File: config.mk
export PLATFORM = sky130hd
export DESIGN_NAME = tbp_ram
export DESIGN_NICKNAME = d
export VERILOG_FILES = /design/src/rtl/tbp_ram.sv
export SDC_FILE = /design/constraint.sdc
export NUM_CORES = 1
export LEC_CHECK = 0
export BUFFER_PORTS_ARGS = -buffer_cell sky130_fd_sc_hd__buf_2
export CAP_MARGIN = 0
export CORE_ASPECT_RATIO = 1.25
export CORE_UTILIZATION = 40
export DETAILED_ROUTE_END_ITERATION = 10
export GPL_TIMING_DRIVEN = 1
export PLACE_DENSITY = 0.57
export RECOVER_POWER = 50
export SYNTH_ARGS = -nofsm -noshare
export SYNTH_HDL_FRONTEND = slang
export SYNTH_SLANG_ARGS = --single-unit
File: constraint.sdc
create_clock -name clk -period 1.6 [get_ports clk]
set_input_delay 0 -clock clk [delete_from_list [all_inputs] [get_ports clk]]
set_output_delay 0 -clock clk [all_outputs]
set_load 0.005 [all_outputs]
File: src/rtl/tbp_ram.sv
`timescale 1ns / 1ps
module tbp_ram #(
  parameter int WIDTH = 2,
  parameter int DEPTH = 16
) (
  input  logic                     clk,
  input  logic                     we,
  input  logic [$clog2(DEPTH)-1:0] waddr,
  input  logic [WIDTH-1:0]         wdata,
  input  logic [$clog2(DEPTH)-1:0] raddr,
  output logic [WIDTH-1:0]         rdata
);

  logic [WIDTH-1:0] mem [DEPTH];

  always_ff @(posedge clk) begin
    if (we) begin
      mem[waddr] <= wdata;
    end
    rdata <= mem[raddr];
  end

endmodule

==> flow_summary_export.csv <==
group,metric,value,unit
power,power_density,1090,nW/um^2
final_layout,fill_cells,290,
routing,vias,713,
synth,synth_area_leaders,"edfxtp_1 (70%), mux4_1 (7.6%), mux4_2 (6.5%)",
synth,syn_inst,78,
synth,synth.distinct_cells,15,
placement,gp_congestion,0.738,
routing,wirelength,2180,um
sta,period_needed,1.26,ns
routing,drc,0,
routing,avgViaCountPerCell,5.28,
clocking,numCtsBuffers,5,
sta,hold_viol_final,0,
grt,grt_pass1_wl,3440,um
sta,max_freq,0.793,GHz
final_layout,n_antenna_cell,0,
grt,grt.overflow.total,0,
worst_setup_path,crit_type,"reg2reg",
worst_setup_path,cp-end-kind,"flip-flop",
clocking,clkSlewWorstSetupHoldPaths,0.07,ns
grt,grt_pass1_vias,730,
grt,grt_use_total,15.1,%
sta,fin_ws,0.339,ns
floorplanning,chipWidth,54.5,um
final_layout,multiInputGateArea,364,um^2
synth,netlist_area,1380,um^2
placement,dp.cells,126,
clocking,cts_max_level,2,
worst_setup_path,path_max_fanout,1,
power,p_leak,0.514,nW
sta,worst_pin_slew,0.642,ns
floorplanning,coreArea,3250,um^2
clocking,cts_num_sinks,34,
sta,final-setup-viol-count,0,
synth,syn_nets,90,
sta,rsz0062_at_grt,"false",
sta,relSlewSlack,57.2,%
grt,antenna_found_initial,0,
sta,fin_worst_skew,0.00304,ns
synth,synth.yosys.seq_area_share,72.5,%
final_layout,fin_util,48.2,%
synth,yosysTopAreaCellShare,69.6,%
floorplanning,die-area,3690,um^2
synth,ys_seq_elements,34,
clocking,clock-root-buffer,"clkbuf_8",
grt,grt_max_degree,17,
outcome,outcome,"finished, final reports clean",
routing,first_pass_iters,4,
power,vdd_drop_max,542,uV
floorplanning,start_util,42.4,%
worst_setup_path,crit_required,1.77,ns
clocking,cts_tree,"built",
sta,post-route-period-util,78.8,%
sta,final_max_slew_viol_count,0,
placement,dpl.hpwl,1530,um
placement,io_buffers,13,
sta,finalSetupTns,0,ns
final_layout,nNetsFinal,109,
final_layout,seqCellArea,1000,um^2
final_layout,syn_to_final_growth,13.5,%
final_layout,mostFrequentLayoutCells,"edfxtp_1 (32), nor2_1 (13), buf_2 (10)",
routing,antenna_left,0,
worst_setup_path,arrival,1.43,ns
final_layout,drive_above_1_share,21.4,%
flow_run,maxCapViolations,0,
routing,post_drt_wl_per_cell,16.1,um
synth,avgSynthCellArea,17.7,um^2
final_layout,final_cells,135,
hold_path,hold_path_class,"in2reg",
worst_setup_path,worst_setup_path_start_kind,"flip-flop",
clocking,insertion_delay,0.28,ns
clocking,clockBufferDepth,2,
synth,synth_top_area_cell,"edfxtp_1",
placement,place_ws,0.343,ns
floorplanning,io_pins,14,
routing,first_iter_violations,24,
floorplanning,die_h,67.7,um
final_layout,final_common_cell,"edfxtp_1",
floorplanning,fp-row-count,23,
synth,ys_warn_count,0,
==> cells in the mapped netlist <==
cell,number
or3b_2,1
dfxtp_1,2
nor3_1,4
nor2_1,13
nand2b_1,2
mux4_1,4
edfxtp_1,32
nand2_1,3
buf_6,1
nand3b_1,2
mux4_2,4
a22oi_1,2
nor2b_1,2
clkbuf_1,1
nand3_1,5
==> through the flow <==
step           total power, W  area, um^2  hold slack [ns]
3_3_place_gp          0.00112        1480            0.284
6_report              0.00170        1570           0.0105
2_1_floorplan         0.00108        1380           0.0989
5_1_grt               0.00177        1570           0.0203
3_5_place_dp          0.00112        1480            0.293
4_1_cts               0.00172        1570          0.00450
==> worst paths after layout <==
path	start	end	slack (ns)	depth (start not counted)
worst max-delay path	mem[0][1]$_DFFE_PP_	rdata[1]$_DFF_P_	0.34	3
worst min-delay path	raddr[3]	rdata[1]$_DFF_P_	0.01	3
worst max register to register	mem[0][1]$_DFFE_PP_	rdata[1]$_DFF_P_	0.34	3
worst min register to register	mem[9][1]$_DFFE_PP_	rdata[1]$_DFF_P_	0.66	3
==> registers in the layout, indices dropped and copies added, names as in the netlist <==
| register | flops |
|---|---|
| rdata | 2 |
| mem | 32 |
==> cells by family (layout without fill, tap and decap cells) <==
logic type	after synthesis	in the layout	synth area share [%]
DFF	34	34	72.5
and+or+nand+nor	32	32	11.2
muxes	8	8	14.1
AOI/OAI and AO/OA	2	2	1.09
buffers and inverters	2	22	1.09
==> metal layers <==
metal	GRT usage, %	routed length, um
met1	15.8	949
met2	24.8	1090
met3	5.41	101
met4	9.62	42
met5	0	0
==> layout make-up <==
type,count,area share (%)
clock inverters,1,0.479
multi-input cells,42,23.2
repair buffers,14,4.55
clock buffers,7,4.87
well taps,37,2.96
flip-flops and latches,34,63.9
==> power breakdown <==
| part | internal [W] | switching (W) | total, W |
|---|---|---|---|
| Clock | 0.000307 | 0.000290 | 0.000597 |
| Sequential | 0.000995 | 0.00000424 | 0.00100 |
| Combinational | 0.0000469 | 0.0000581 | 0.000105 |
| Total | 0.00135 | 0.000352 | 0.00170 |
==> worst max-delay path, cell delays in order, from the launching register on <==
cell and delay, ns:
edfxtp_1 0.37, mux4_2 0.47, a22oi_1 0.22, nand3_1 0.09
==> what timing repair did <==
action                    CTS  global route
hold endpoints to repair    1             0
hold buffers                1             0
setup buffers               0             0
resized for setup           0             0
Note: power is estimated with default switching activity, not from simulation.
